<file path="src/ate_pkg.sv">
`timescale 1ns / 1ps
// ----------------------------------------------------------------------------
// ate_pkg: shared types and constants of the animation timeline engine
// Payload structs, state codes, register map and datapath widths.
// ----------------------------------------------------------------------------
package ate_pkg;

    localparam int STAMP_BITS = 32;
    localparam int VALUE_BITS = 32;
    localparam int FRAC_BITS  = 16;
    localparam int DUR_BITS   = 20;
    localparam int LOOP_BITS  = 16;
    localparam int FRAME_BITS = 32;
    localparam int ELAP_BITS  = 40;
    localparam int TOTAL_BITS = DUR_BITS + LOOP_BITS;
    localparam int OP_BITS    = 3;
    localparam int CODE_BITS  = 3;
    localparam int ADDR_BITS  = 5;
    localparam int DATA_BITS  = 32;
    localparam int IDX_BITS   = 3;

    localparam int DIV_CNT_BITS = $clog2(ELAP_BITS);
    localparam int F_BITS       = FRAC_BITS + 1;
    localparam int DIFF_BITS    = VALUE_BITS + 1;
    localparam int PROD_BITS    = DIFF_BITS + F_BITS + 1;
    localparam int SUM_BITS     = PROD_BITS + 1;

    localparam logic [ELAP_BITS-1:0] ELAP_MAX =
        ELAP_BITS'((64'd1 << (ELAP_BITS - 1)) - 64'd1);

    localparam logic [DUR_BITS-1:0]   DUR_RESET   = DUR_BITS'(1000);
    localparam logic [LOOP_BITS-1:0]  LOOP_RESET  = LOOP_BITS'(1);
    localparam logic [TOTAL_BITS-1:0] TOTAL_RESET = TOTAL_BITS'(1000);

    typedef enum logic [CODE_BITS-1:0] {
        RS_STOPPED = 3'd0,
        RS_READY   = 3'd1,
        RS_RUNNING = 3'd2,
        RS_PAUSED  = 3'd3,
        RS_REMOVED = 3'd4
    } t_run_state;

    typedef enum logic [OP_BITS-1:0] {
        OP_ARM    = 3'd0,
        OP_LAUNCH = 3'd1,
        OP_TICK   = 3'd2,
        OP_PAUSE  = 3'd3,
        OP_RESUME = 3'd4,
        OP_STOP   = 3'd5
    } t_op;

    typedef enum logic [IDX_BITS-1:0] {
        REG_DURATION = 3'd0,
        REG_LOOPS    = 3'd1,
        REG_FOREVER  = 3'd2,
        REG_BACKWARD = 3'd3,
        REG_KEEP     = 3'd4,
        REG_START    = 3'd5,
        REG_END      = 3'd6
    } t_reg_idx;

    typedef enum logic [2:0] {
        SQ_IDLE,
        SQ_DIVQ,
        SQ_DIVF,
        SQ_MUL,
        SQ_SUM,
        SQ_PUSH
    } t_seq_state;

    typedef struct packed {
        logic [OP_BITS-1:0]    op;
        logic [STAMP_BITS-1:0] time_ms;
    } t_in_item;

    typedef struct packed {
        logic [CODE_BITS-1:0]         state_code;
        logic                         still_running;
        logic [DUR_BITS-1:0]          local_time;
        logic [LOOP_BITS-1:0]         loop_index;
        logic [FRAME_BITS-1:0]        frame_count;
        logic signed [VALUE_BITS-1:0] current_value;
        logic                         loop_changed;
        logic                         finished;
    } t_out_item;

    typedef struct packed {
        logic [DUR_BITS-1:0]          dur_eff;
        logic [LOOP_BITS-1:0]         loop_total;
        logic                         loop_forever;
        logic                         run_backward;
        logic                         keep_alive;
        logic signed [VALUE_BITS-1:0] start_value;
        logic signed [VALUE_BITS-1:0] end_value;
        logic [TOTAL_BITS-1:0]        total;
    } t_cfg;

    typedef struct packed {
        logic                 start;
        logic [ELAP_BITS-1:0] dividend;
        logic [DUR_BITS-1:0]  divisor;
    } t_div_req;

    typedef struct packed {
        logic                 busy;
        logic                 done;
        logic [ELAP_BITS-1:0] quotient;
        logic [DUR_BITS-1:0]  remainder;
    } t_div_rsp;

endpackage

</file>
<file path="src/ate_div.sv">
`timescale 1ns / 1ps
// ----------------------------------------------------------------------------
// ate_div: shared restoring divider
// One quotient bit per cycle; serves the loop split and the tween factor.
// ----------------------------------------------------------------------------
module ate_div (
    input  logic              i_clk,
    input  logic              i_rst_n,
    input  ate_pkg::t_div_req i_req,
    output ate_pkg::t_div_rsp o_rsp
);

    localparam logic [ate_pkg::DIV_CNT_BITS-1:0] CNT_LAST =
        ate_pkg::DIV_CNT_BITS'(ate_pkg::ELAP_BITS - 1);

    logic                                r_busy;
    logic                                r_done;
    logic [ate_pkg::DIV_CNT_BITS-1:0]    r_cnt;
    logic [ate_pkg::ELAP_BITS-1:0]       r_quo;
    logic [ate_pkg::DUR_BITS-1:0]        r_rem;
    logic [ate_pkg::DUR_BITS-1:0]        r_dvs;
    logic [ate_pkg::DUR_BITS:0]          w_shift;
    logic [ate_pkg::DUR_BITS:0]          w_trial;
    logic                                w_ge;

    // shift in the next dividend bit and trial-subtract
    assign w_shift = {r_rem, r_quo[ate_pkg::ELAP_BITS-1]};
    assign w_trial = w_shift - {1'b0, r_dvs};
    assign w_ge    = (w_shift >= {1'b0, r_dvs});

    always_ff @(posedge i_clk) begin
        if (!i_rst_n) begin
            r_busy <= 1'b0;
            r_done <= 1'b0;
            r_cnt  <= '0;
        end else begin
            r_done <= r_busy && (r_cnt == CNT_LAST);
            if (i_req.start) begin
                r_busy <= 1'b1;
                r_cnt  <= '0;
            end else if (r_busy) begin
                r_cnt <= r_cnt + 1'b1;
                if (r_cnt == CNT_LAST) begin
                    r_busy <= 1'b0;
                end
            end
        end
    end

    always_ff @(posedge i_clk) begin
        if (i_req.start) begin
            r_quo <= i_req.dividend;
            r_rem <= '0;
            r_dvs <= i_req.divisor;
        end else if (r_busy) begin
            r_quo <= {r_quo[ate_pkg::ELAP_BITS-2:0], w_ge};
            r_rem <= w_ge ? w_trial[ate_pkg::DUR_BITS-1:0] : w_shift[ate_pkg::DUR_BITS-1:0];
        end
    end

    assign o_rsp.busy      = r_busy;
    assign o_rsp.done      = r_done;
    assign o_rsp.quotient  = r_quo;
    assign o_rsp.remainder = r_rem;

    a_rem_below_divisor: assert property (@(posedge i_clk) disable iff (!i_rst_n)
        r_done |-> (r_rem < r_dvs))
        else $error("divider remainder not below divisor");

    a_no_restart_busy: assert property (@(posedge i_clk) disable iff (!i_rst_n)
        i_req.start |-> !r_busy)
        else $error("divider started while busy");

endmodule

</file>
<file path="src/ate_cfg_regs.sv">
`timescale 1ns / 1ps
// ----------------------------------------------------------------------------
// ate_cfg_regs: configuration register bank
// APB-style write/read access; precomputes effective duration and run length.
// ----------------------------------------------------------------------------
module ate_cfg_regs (
    input  logic                            i_clk,
    input  logic                            i_rst_n,
    input  logic                            psel,
    input  logic                            penable,
    input  logic                            pwrite,
    input  logic [ate_pkg::ADDR_BITS-1:0]   paddr,
    input  logic [ate_pkg::DATA_BITS-1:0]   pwdata,
    output logic [ate_pkg::DATA_BITS-1:0]   prdata,
    output logic                            pready,
    output ate_pkg::t_cfg                   o_cfg
);

    logic [ate_pkg::DUR_BITS-1:0]          r_duration;
    logic [ate_pkg::LOOP_BITS-1:0]         r_loops;
    logic                                  r_forever;
    logic                                  r_backward;
    logic                                  r_keep;
    logic [ate_pkg::VALUE_BITS-1:0]        r_start;
    logic [ate_pkg::VALUE_BITS-1:0]        r_end;
    logic [ate_pkg::TOTAL_BITS-1:0]        r_total;
    logic [ate_pkg::DUR_BITS-1:0]          w_dur_eff;
    logic                                  w_wr;
    ate_pkg::t_reg_idx                     w_idx;

    assign pready    = 1'b1;
    assign w_wr      = psel && penable && pwrite;
    assign w_idx     = ate_pkg::t_reg_idx'(paddr[ate_pkg::ADDR_BITS-1:2]);
    // zero duration behaves as one
    assign w_dur_eff = (r_duration == '0) ? ate_pkg::DUR_BITS'(1) : r_duration;

    always_ff @(posedge i_clk) begin
        if (!i_rst_n) begin
            r_duration <= ate_pkg::DUR_RESET;
            r_loops    <= ate_pkg::LOOP_RESET;
            r_forever  <= 1'b0;
            r_backward <= 1'b0;
            r_keep     <= 1'b1;
            r_start    <= '0;
            r_end      <= '0;
            r_total    <= ate_pkg::TOTAL_RESET;
        end else begin
            r_total <= w_dur_eff * r_loops;
            if (w_wr) begin
                case (w_idx)
                    ate_pkg::REG_DURATION: r_duration <= pwdata[ate_pkg::DUR_BITS-1:0];
                    ate_pkg::REG_LOOPS:    r_loops    <= pwdata[ate_pkg::LOOP_BITS-1:0];
                    ate_pkg::REG_FOREVER:  r_forever  <= pwdata[0];
                    ate_pkg::REG_BACKWARD: r_backward <= pwdata[0];
                    ate_pkg::REG_KEEP:     r_keep     <= pwdata[0];
                    ate_pkg::REG_START:    r_start    <= pwdata[ate_pkg::VALUE_BITS-1:0];
                    ate_pkg::REG_END:      r_end      <= pwdata[ate_pkg::VALUE_BITS-1:0];
                    default: begin
                    end
                endcase
            end
        end
    end

    always_comb begin
        case (w_idx)
            ate_pkg::REG_DURATION: prdata = ate_pkg::DATA_BITS'(r_duration);
            ate_pkg::REG_LOOPS:    prdata = ate_pkg::DATA_BITS'(r_loops);
            ate_pkg::REG_FOREVER:  prdata = ate_pkg::DATA_BITS'(r_forever);
            ate_pkg::REG_BACKWARD: prdata = ate_pkg::DATA_BITS'(r_backward);
            ate_pkg::REG_KEEP:     prdata = ate_pkg::DATA_BITS'(r_keep);
            ate_pkg::REG_START:    prdata = ate_pkg::DATA_BITS'(r_start);
            ate_pkg::REG_END:      prdata = ate_pkg::DATA_BITS'(r_end);
            default:               prdata = '0;
        endcase
    end

    assign o_cfg.dur_eff      = w_dur_eff;
    assign o_cfg.loop_total   = r_loops;
    assign o_cfg.loop_forever = r_forever;
    assign o_cfg.run_backward = r_backward;
    assign o_cfg.keep_alive   = r_keep;
    assign o_cfg.start_value  = r_start;
    assign o_cfg.end_value    = r_end;
    assign o_cfg.total        = r_total;

endmodule

</file>
<file path="src/animation_timeline_engine.sv">
`timescale 1ns / 1ps
// ----------------------------------------------------------------------------
// animation_timeline_engine: one animation timeline with a linear tween
// Control events and timestamp ticks in, one status/value beat out per item.
// ----------------------------------------------------------------------------
// Usage:
//   Input channel (i_in_valid/o_in_ready/i_in_data) takes one beat per item:
//   an op code (arm, launch, tick, pause, resume, stop) and a timestamp.
//   Output channel (o_out_valid/i_out_ready/o_out_data) gives exactly one
//   beat per item: state, loop index, frame count and, for a running tick,
//   the local time, tweened value and loop/finish flags.
//   Control items and ticks while not running go from acceptance through
//   the push state into the output register. A running tick takes two
//   passes through the shared restoring divider (loop split, then tween
//   factor), then a multiply step, a sum step and the output load. The
//   divider passes set the tick rate.
//   One item is in work at a time; o_in_ready is high only when the
//   sequencer is idle. A finished result waits in the output register, and
//   the next item is taken meanwhile; its result is held back until the
//   receiver takes the earlier beat, so a stalled receiver stalls at most
//   one item.
//   Reset (i_rst_n low, synchronous) brings the timeline to stopped with
//   zero elapsed time, loop and frame counts, and the registers to their
//   defaults. Write configuration only while the block is idle.
// ----------------------------------------------------------------------------
module animation_timeline_engine (
    input  logic                          i_clk,
    input  logic                          i_rst_n,
    input  logic                          i_in_valid,
    output logic                          o_in_ready,
    input  ate_pkg::t_in_item             i_in_data,
    output logic                          o_out_valid,
    input  logic                          i_out_ready,
    output ate_pkg::t_out_item            o_out_data,
    input  logic                          psel,
    input  logic                          penable,
    input  logic                          pwrite,
    input  logic [ate_pkg::ADDR_BITS-1:0] paddr,
    input  logic [ate_pkg::DATA_BITS-1:0] pwdata,
    output logic [ate_pkg::DATA_BITS-1:0] prdata,
    output logic                          pready
);

    ate_pkg::t_cfg       w_cfg;
    ate_pkg::t_div_req   w_div_req;
    ate_pkg::t_div_rsp   w_div_rsp;

    // sequencer and architectural state
    ate_pkg::t_seq_state r_seq,  n_seq;
    ate_pkg::t_run_state r_run,  n_run;
    logic [ate_pkg::STAMP_BITS-1:0] r_last,    n_last;
    logic [ate_pkg::ELAP_BITS-1:0]  r_elapsed, n_elapsed;
    logic [ate_pkg::LOOP_BITS-1:0]  r_loop,    n_loop;
    logic [ate_pkg::FRAME_BITS-1:0] r_frames,  n_frames;
    logic                           r_fin,     n_fin;
    logic                           r_div_start, n_div_start;
    logic                           r_out_valid, n_out_valid;
    ate_pkg::t_out_item             r_out, n_out;
    ate_pkg::t_out_item             r_res, n_res;

    // datapath holding registers
    logic [ate_pkg::DUR_BITS-1:0]          r_local, n_local;
    logic [ate_pkg::F_BITS-1:0]            r_f,     n_f;
    logic signed [ate_pkg::PROD_BITS-1:0]  r_prod,  n_prod;

    // tick arithmetic
    logic [ate_pkg::STAMP_BITS-1:0]        w_step_u;
    logic signed [ate_pkg::STAMP_BITS:0]   w_step;
    logic signed [ate_pkg::STAMP_BITS:0]   w_delta;
    logic signed [ate_pkg::ELAP_BITS+1:0]  w_e_raw;
    logic [ate_pkg::ELAP_BITS-1:0]         w_hi;
    logic [ate_pkg::ELAP_BITS-1:0]         w_e;
    logic                                  w_done_run;
    logic [ate_pkg::LOOP_BITS-1:0]         w_q_sat;
    logic [ate_pkg::DUR_BITS-1:0]          w_local;
    logic signed [ate_pkg::DIFF_BITS-1:0]  w_diff;
    logic signed [ate_pkg::SUM_BITS-1:0]   w_sum;
    logic signed [ate_pkg::SUM_BITS-1:0]   w_biased;
    logic                                  w_accept;
    ate_pkg::t_run_state                   w_fin_state;

    ate_cfg_regs u_cfg (
        .i_clk   (i_clk),
        .i_rst_n (i_rst_n),
        .psel    (psel),
        .penable (penable),
        .pwrite  (pwrite),
        .paddr   (paddr),
        .pwdata  (pwdata),
        .prdata  (prdata),
        .pready  (pready),
        .o_cfg   (w_cfg)
    );

    ate_div u_div (
        .i_clk   (i_clk),
        .i_rst_n (i_rst_n),
        .i_req   (w_div_req),
        .o_rsp   (w_div_rsp)
    );

    assign o_in_ready = (r_seq == ate_pkg::SQ_IDLE);
    assign w_accept   = i_in_valid && o_in_ready;
    assign w_fin_state = w_cfg.keep_alive ? ate_pkg::RS_STOPPED : ate_pkg::RS_REMOVED;

    // First pass splits elapsed time into loop and remainder; second pass
    // turns local time into the fixed-point tween factor.
    assign w_div_req.start    = r_div_start;
    assign w_div_req.divisor  = w_cfg.dur_eff;
    assign w_div_req.dividend = (r_seq == ate_pkg::SQ_DIVF)
        ? ate_pkg::ELAP_BITS'({r_local, ate_pkg::FRAC_BITS'(0)})
        : r_elapsed;

    // Signed stamp difference, flipped for a backward run, then clamp the
    // new elapsed time to zero and the upper bound.
    assign w_step_u = i_in_data.time_ms - r_last;
    assign w_step   = $signed({w_step_u[ate_pkg::STAMP_BITS-1], w_step_u});
    assign w_delta  = w_cfg.run_backward ? -w_step : w_step;
    assign w_e_raw  = $signed({2'b00, r_elapsed}) + (ate_pkg::ELAP_BITS + 2)'(w_delta);
    assign w_hi     = w_cfg.loop_forever ? ate_pkg::ELAP_MAX
                                         : ate_pkg::ELAP_BITS'(w_cfg.total);

    always_comb begin
        if (w_e_raw[ate_pkg::ELAP_BITS+1]) begin
            w_e = '0;
        end else if (w_e_raw[ate_pkg::ELAP_BITS:0] > {1'b0, w_hi}) begin
            w_e = w_hi;
        end else begin
            w_e = w_e_raw[ate_pkg::ELAP_BITS-1:0];
        end
    end

    // Forward finite run ends at the full length, backward run at zero.
    assign w_done_run =
        (!w_cfg.run_backward && !w_cfg.loop_forever &&
         (w_e == ate_pkg::ELAP_BITS'(w_cfg.total))) ||
        (w_cfg.run_backward && (w_e == '0));

    // Saturate loop index; an exact nonzero multiple shows the full duration.
    assign w_q_sat = (|w_div_rsp.quotient[ate_pkg::ELAP_BITS-1:ate_pkg::LOOP_BITS])
        ? '1 : w_div_rsp.quotient[ate_pkg::LOOP_BITS-1:0];
    assign w_local = ((r_elapsed != '0) && (w_div_rsp.remainder == '0))
        ? w_cfg.dur_eff : w_div_rsp.remainder;

    assign w_diff = $signed({w_cfg.end_value[ate_pkg::VALUE_BITS-1], w_cfg.end_value})
                  - $signed({w_cfg.start_value[ate_pkg::VALUE_BITS-1], w_cfg.start_value});

    // start * 2^FRAC + diff * f, then truncate toward zero.
    assign w_sum    = ate_pkg::SUM_BITS'(r_prod)
                    + (ate_pkg::SUM_BITS'(w_cfg.start_value) <<< ate_pkg::FRAC_BITS);
    assign w_biased = w_sum + (w_sum[ate_pkg::SUM_BITS-1]
                    ? ate_pkg::SUM_BITS'((1 << ate_pkg::FRAC_BITS) - 1)
                    : ate_pkg::SUM_BITS'(0));

    always_comb begin
        n_seq       = r_seq;
        n_run       = r_run;
        n_last      = r_last;
        n_elapsed   = r_elapsed;
        n_loop      = r_loop;
        n_frames    = r_frames;
        n_fin       = r_fin;
        n_div_start = 1'b0;
        n_out_valid = r_out_valid;
        n_out       = r_out;
        n_res       = r_res;
        n_local     = r_local;
        n_f         = r_f;
        n_prod      = r_prod;

        // drop the beat once taken
        if (r_out_valid && i_out_ready) begin
            n_out_valid = 1'b0;
        end

        case (r_seq)
            ate_pkg::SQ_IDLE: begin
                if (w_accept) begin
                    n_res = '0;
                    n_seq = ate_pkg::SQ_PUSH;
                    case (ate_pkg::t_op'(i_in_data.op))
                        ate_pkg::OP_ARM: begin
                            if (r_run != ate_pkg::RS_READY) begin
                                if (r_run == ate_pkg::RS_STOPPED ||
                                    r_run == ate_pkg::RS_REMOVED) begin
                                    n_frames  = '0;
                                    n_elapsed = w_cfg.run_backward
                                        ? ate_pkg::ELAP_BITS'(w_cfg.total) : '0;
                                end
                                n_run = ate_pkg::RS_READY;
                            end
                        end
                        ate_pkg::OP_LAUNCH: begin
                            if (r_run == ate_pkg::RS_READY) begin
                                n_last = i_in_data.time_ms;
                                n_run  = ate_pkg::RS_RUNNING;
                            end
                        end
                        ate_pkg::OP_TICK: begin
                            n_last = i_in_data.time_ms;
                            if (r_run == ate_pkg::RS_RUNNING) begin
                                n_elapsed   = w_e;
                                n_fin       = w_done_run;
                                n_frames    = r_frames + 1'b1;
                                n_div_start = 1'b1;
                                n_seq       = ate_pkg::SQ_DIVQ;
                            end
                        end
                        ate_pkg::OP_PAUSE: begin
                            if (r_run == ate_pkg::RS_RUNNING) begin
                                n_run = ate_pkg::RS_PAUSED;
                            end
                        end
                        ate_pkg::OP_RESUME: begin
                            if (r_run == ate_pkg::RS_PAUSED) begin
                                n_run = ate_pkg::RS_READY;
                            end
                        end
                        ate_pkg::OP_STOP: begin
                            if (r_run != ate_pkg::RS_STOPPED) begin
                                n_run          = w_fin_state;
                                n_res.finished = 1'b1;
                            end
                        end
                        default: begin
                        end
                    endcase
                end
            end
            ate_pkg::SQ_DIVQ: begin
                if (w_div_rsp.done) begin
                    n_local            = w_local;
                    n_res.local_time   = w_local;
                    n_res.loop_changed = (w_q_sat != r_loop);
                    n_loop             = w_q_sat;
                    if (r_fin) begin
                        n_run          = w_fin_state;
                        n_res.finished = 1'b1;
                    end else begin
                        n_res.still_running = 1'b1;
                    end
                    n_div_start = 1'b1;
                    n_seq       = ate_pkg::SQ_DIVF;
                end
            end
            ate_pkg::SQ_DIVF: begin
                if (w_div_rsp.done) begin
                    n_f   = w_div_rsp.quotient[ate_pkg::F_BITS-1:0];
                    n_seq = ate_pkg::SQ_MUL;
                end
            end
            ate_pkg::SQ_MUL: begin
                n_prod = w_diff * $signed({1'b0, r_f});
                n_seq  = ate_pkg::SQ_SUM;
            end
            ate_pkg::SQ_SUM: begin
                n_res.current_value =
                    w_biased[ate_pkg::FRAC_BITS +: ate_pkg::VALUE_BITS];
                n_seq = ate_pkg::SQ_PUSH;
            end
            ate_pkg::SQ_PUSH: begin
                // hold until the output register is free
                if (!r_out_valid || i_out_ready) begin
                    n_out             = r_res;
                    n_out.state_code  = r_run;
                    n_out.loop_index  = r_loop;
                    n_out.frame_count = r_frames;
                    n_out_valid       = 1'b1;
                    n_seq             = ate_pkg::SQ_IDLE;
                end
            end
            default: begin
                n_seq = ate_pkg::SQ_IDLE;
            end
        endcase
    end

    always_ff @(posedge i_clk) begin
        if (!i_rst_n) begin
            r_seq       <= ate_pkg::SQ_IDLE;
            r_run       <= ate_pkg::RS_STOPPED;
            r_last      <= '0;
            r_elapsed   <= '0;
            r_loop      <= '0;
            r_frames    <= '0;
            r_fin       <= 1'b0;
            r_div_start <= 1'b0;
            r_out_valid <= 1'b0;
        end else begin
            r_seq       <= n_seq;
            r_run       <= n_run;
            r_last      <= n_last;
            r_elapsed   <= n_elapsed;
            r_loop      <= n_loop;
            r_frames    <= n_frames;
            r_fin       <= n_fin;
            r_div_start <= n_div_start;
            r_out_valid <= n_out_valid;
        end
    end

    always_ff @(posedge i_clk) begin
        r_out   <= n_out;
        r_res   <= n_res;
        r_local <= n_local;
        r_f     <= n_f;
        r_prod  <= n_prod;
    end

    assign o_out_valid = r_out_valid;
    assign o_out_data  = r_out;

    a_fin_state: assert property (@(posedge i_clk) disable iff (!i_rst_n)
        (o_out_valid && o_out_data.finished) |->
        (o_out_data.state_code == ate_pkg::RS_STOPPED ||
         o_out_data.state_code == ate_pkg::RS_REMOVED))
        else $error("finished beat without a stopped or removed state");

    a_fin_excl: assert property (@(posedge i_clk) disable iff (!i_rst_n)
        o_out_valid |-> !(o_out_data.finished && o_out_data.still_running))
        else $error("beat both finished and still running");

    a_div_start_seq: assert property (@(posedge i_clk) disable iff (!i_rst_n)
        r_div_start |-> (r_seq == ate_pkg::SQ_DIVQ || r_seq == ate_pkg::SQ_DIVF))
        else $error("divider started outside a divide step");

    a_loop_only_divq: assert property (@(posedge i_clk) disable iff (!i_rst_n)
        (r_loop != $past(r_loop) && $past(i_rst_n)) |->
        ($past(r_seq) == ate_pkg::SQ_DIVQ))
        else $error("loop index changed outside the loop split");

endmodule

</file>
<file path="config.mk">
export PLATFORM = sky130hd
export DESIGN_NAME = animation_timeline_engine
export DESIGN_NICKNAME = d
export VERILOG_FILES = /design/src/ate_pkg.sv /design/src/ate_div.sv /design/src/ate_cfg_regs.sv /design/src/animation_timeline_engine.sv
export SDC_FILE = /design/constraint.sdc
export NUM_CORES = 2
export LEC_CHECK = 0
export BUFFER_PORTS_ARGS = -buffer_cell sky130_fd_sc_hd__buf_2
export CAP_MARGIN = 20
export CORE_UTILIZATION = 48
export CTS_CLUSTER_SIZE = 8
export DETAILED_ROUTE_END_ITERATION = 7
export PLACE_DENSITY_LB_ADDON = 0.2
export SKIP_LAST_GASP = 1
export SLEW_MARGIN = 20
export SYNTH_ARGS = -nofsm -noshare
export SYNTH_HDL_FRONTEND = slang
export SYNTH_SLANG_ARGS = --single-unit
</file>
<file path="constraint.sdc">
create_clock -name i_clk -period 21.2 [get_ports i_clk]
set_clock_uncertainty 0.2 [all_clocks]
set_input_delay 1.06 -clock i_clk [delete_from_list [all_inputs] [get_ports i_clk]]
set_output_delay 1.06 -clock i_clk [all_outputs]
set_load 0.005 [all_outputs]
</file>
==> impl_metrics.toml <==
[clock_network]
cts_buffers = 87
clkTransAtPathRegs_ns = 0.05
cts.repair.resized = 0
cts_tree = "yes"
cts.sinks = 605
clk_latency_ns = 0.71
hold_buffers = 0
clockBufferDepth = 3
h-tree-depth = 3
cts_root_buffer = "clkbuf_16"
post_cts_buffers = 0

[hold_path]
hold_path.class = "register to register"

[placement]
gp_congestion = 0.965
port_buffers = 216
hpwl_microns = 143000
post-place-ws_ns = 9.41
placement.cell_area_sq_um = 66800

[sta]
hold_ws_ns = 0.196
slew_viol_final = 0
timing.fmax_mhz = 86.4
relSlewSlack_pct = 19.7
min_period_ns = 11.58
tightest_slew_ns = 1.20
setup_viol = 0
period_share_pct = 54.6
rsz0062_at_grt = "no"
setup_tns_ns = 0
hold_viol_final = 0
setup_ws_ns = 9.62

[setup_path]
max_stage_delay_ns = 0.91
start_kind = "register"
worst_setup_path_end_kind = "register"
cp_common_cell = "fa_1"
cpMaxStageDelayCell = "o31a_1"
worstSetupPathType = "register to register"
critPathMaxFanout = 17
critPathArrivalTime_ns = 11.82
worstPathRequired_ns = 21.44

[global_route]
antenna_found_initial = 12
grt_pass1_vias = 50700
grt_pass1_wl_microns = 295000
grt_usage_pct = 28.1
grt_max_degree = 125
overflow = 0

[drt]
initialDrtViolationCount = 4139
finalWirelength_microns = 189000
ant_nets = 0
vias = 50800
via_per_inst = 5.66
drc = 0
wl_per_cell_microns = 21.0
first_pass_iters = 8

[pwr]
p_leak_nw = 30.6
pwr-share-seq_pct = 16.8
p_sw_w = 0.00460
clkPwrFrac_pct = 13.5
p_comb_share_pct = 69.7
power_density_nw_per_um2 = 142
p_sw_share_pct = 46.5
internal_power_w = 0.00529
ir_drop_v = 0.000512

[synth]
synth_commonest_cells = "inv_1 (1047), nand2_1 (1000), fa_1 (791)"
synth_ff_type = "edfxtp_1"
ys_seq_area_share_pct = 23.8
synth.largest_area_cell = "fa_1"
avgSynthCellArea_sq_um = 9.00
ys_types = 110
synth_seq_cells = 605
async_reset_ff_share_pct = 0
synth_area_sq_um = 63900
yosysMostFrequentCell = "inv_1"
yosysWarnings = 0
synth.area.top_cells = "fa_1 (25%), edfxtp_1 (15%), dfxtp_1 (9.3%)"
synth_cells = 7100
yosysTopAreaCellShare_pct = 24.8
synth_edf_count = 309
syn_nets = 8415

[die]
initial_core_util_pct = 48.5
num_rows = 133
die_h_microns = 367
core-area_sq_um = 132000
die_area_sq_um = 135000
die_width_microns = 367
io_pins = 220

[layout]
area_growth_pct = 8.67
nNetsFinal = 8478
fin_area_sq_um = 69500
drive_above_1_share_pct = 7.28

[flow_run]
maxCapViolCount = 0

[run_status]
status = "finished, final reports clean"
[worst max-delay path, delay by kind of cell, from the launching register on]
| kind | cells | cell delay, ns |
|---|---|---|
| AOI/OAI and AO/OA | 20 | 5.02 |
| adders and majority gates | 9 | 4.11 |
| buffers and inverters | 4 | 0.23 |
| DFF | 1 | 0.74 |
| and+or+nand+nor | 4 | 1.01 |
[state kept, by name (all words and copies together), names as in the netlist, 36 cells and up]
name and count:
r_res 55, o_out_data 106, r_prod 51, r_elapsed 40
u_div.r_quo 40, u_cfg.r_total 36
[placed cells by master (no fill, tap or decap), drive strengths merged, types with 45 or more instances in the layout]
cell type / instances
nand2: 1001
fa: 791
a211oi: 47
edfxtp: 309
and2: 380
nand2b: 49
and3: 47
mux2i: 64
buf: 325
xnor2: 167
a22oi: 49
nor2: 415
o21ai: 173
inv: 1048
ha: 445
dfxtp: 296
nand4: 45
a21o: 122
clkbuf: 145
nor2b: 61
xor2: 120
nand3: 81
or3: 50
nor3: 103
a21oi: 379
nor4: 49
[layout make-up]
cell class,count,area (sq um)
Fill cell,12200,62300
Antenna cell,3,7.51
Timing Repair Buffer,325,1910
Tap cell,1755,2200
Clock buffer,145,2440
Inverter,1047,3940
Multi-Input combinational cell,5097,43600
Clock inverter,8,209
Sequential cell,605,15200
[cells by family (layout without fill, tap and decap cells)]
group                    count (synthesis)  after routing  synth area share [%]
multiplexers                            66             66                  1.04
other                                    1              4               0.00587
AND/OR/NAND/NOR                       2355           2355                  17.4
adder cells (fa/ha/maj)               1236           1236                  33.5
flip-flops                             605            605                  23.8
AO/OA/AOI/OAI                         1151           1151                  12.0
buffers and inverters                 1398           1525                  8.30
XOR/XNOR                               288            288                  3.99
[routing by layer]
layer  wire length (microns)  track usage [%]  vias to the layer above
met3                   15700             4.82                      298
li1                        -                -                    23300
met2                   82700             43.1                     1835
met1                   84500             40.4                    25400
met4                    5650             8.81                        2
met5                      13                0                        -
[stage by stage]
step	util (%)	power, W	cells
4_1_cts	52.7	0.00996	8982
3_3_place_gp	50.7	0.00848	8827
6_report	52.7	0.00990	8985
2_1_floorplan	-	0.00677	7100
3_5_place_dp	50.7	0.00857	8829
5_1_grt	52.7	0.0109	8983
[final timing paths]
path | end | slack (ns) | depth (start not counted) | startpoint
worst max-delay path | r_prod[47]$_DFFE_PN_ | 9.62 | 37 | u_cfg.r_start[0]$_SDFFE_PN0P_
worst min-delay path | o_out_data[96]$_DFFE_PP_ | 0.20 | 0 | r_res[96]$_SDFFCE_PN0P_
worst max register to register | r_prod[47]$_DFFE_PN_ | 9.62 | 37 | u_cfg.r_start[0]$_SDFFE_PN0P_
worst min register to register | o_out_data[96]$_DFFE_PP_ | 0.20 | 0 | r_res[96]$_SDFFCE_PN0P_
[power by group through the flow]
stage / clock network, W / logic (W) / registers [W]
6_report: 0.00134 / 0.00690 / 0.00166
2_1_floorplan: 0 / 0.00509 / 0.00167
3_3_place_gp: 0 / 0.00679 / 0.00168
3_5_place_dp: 0 / 0.00689 / 0.00168
4_1_cts: 0.00136 / 0.00694 / 0.00166
5_1_grt: 0.00141 / 0.00781 / 0.00167
Power figures use the tool's default switching activity.
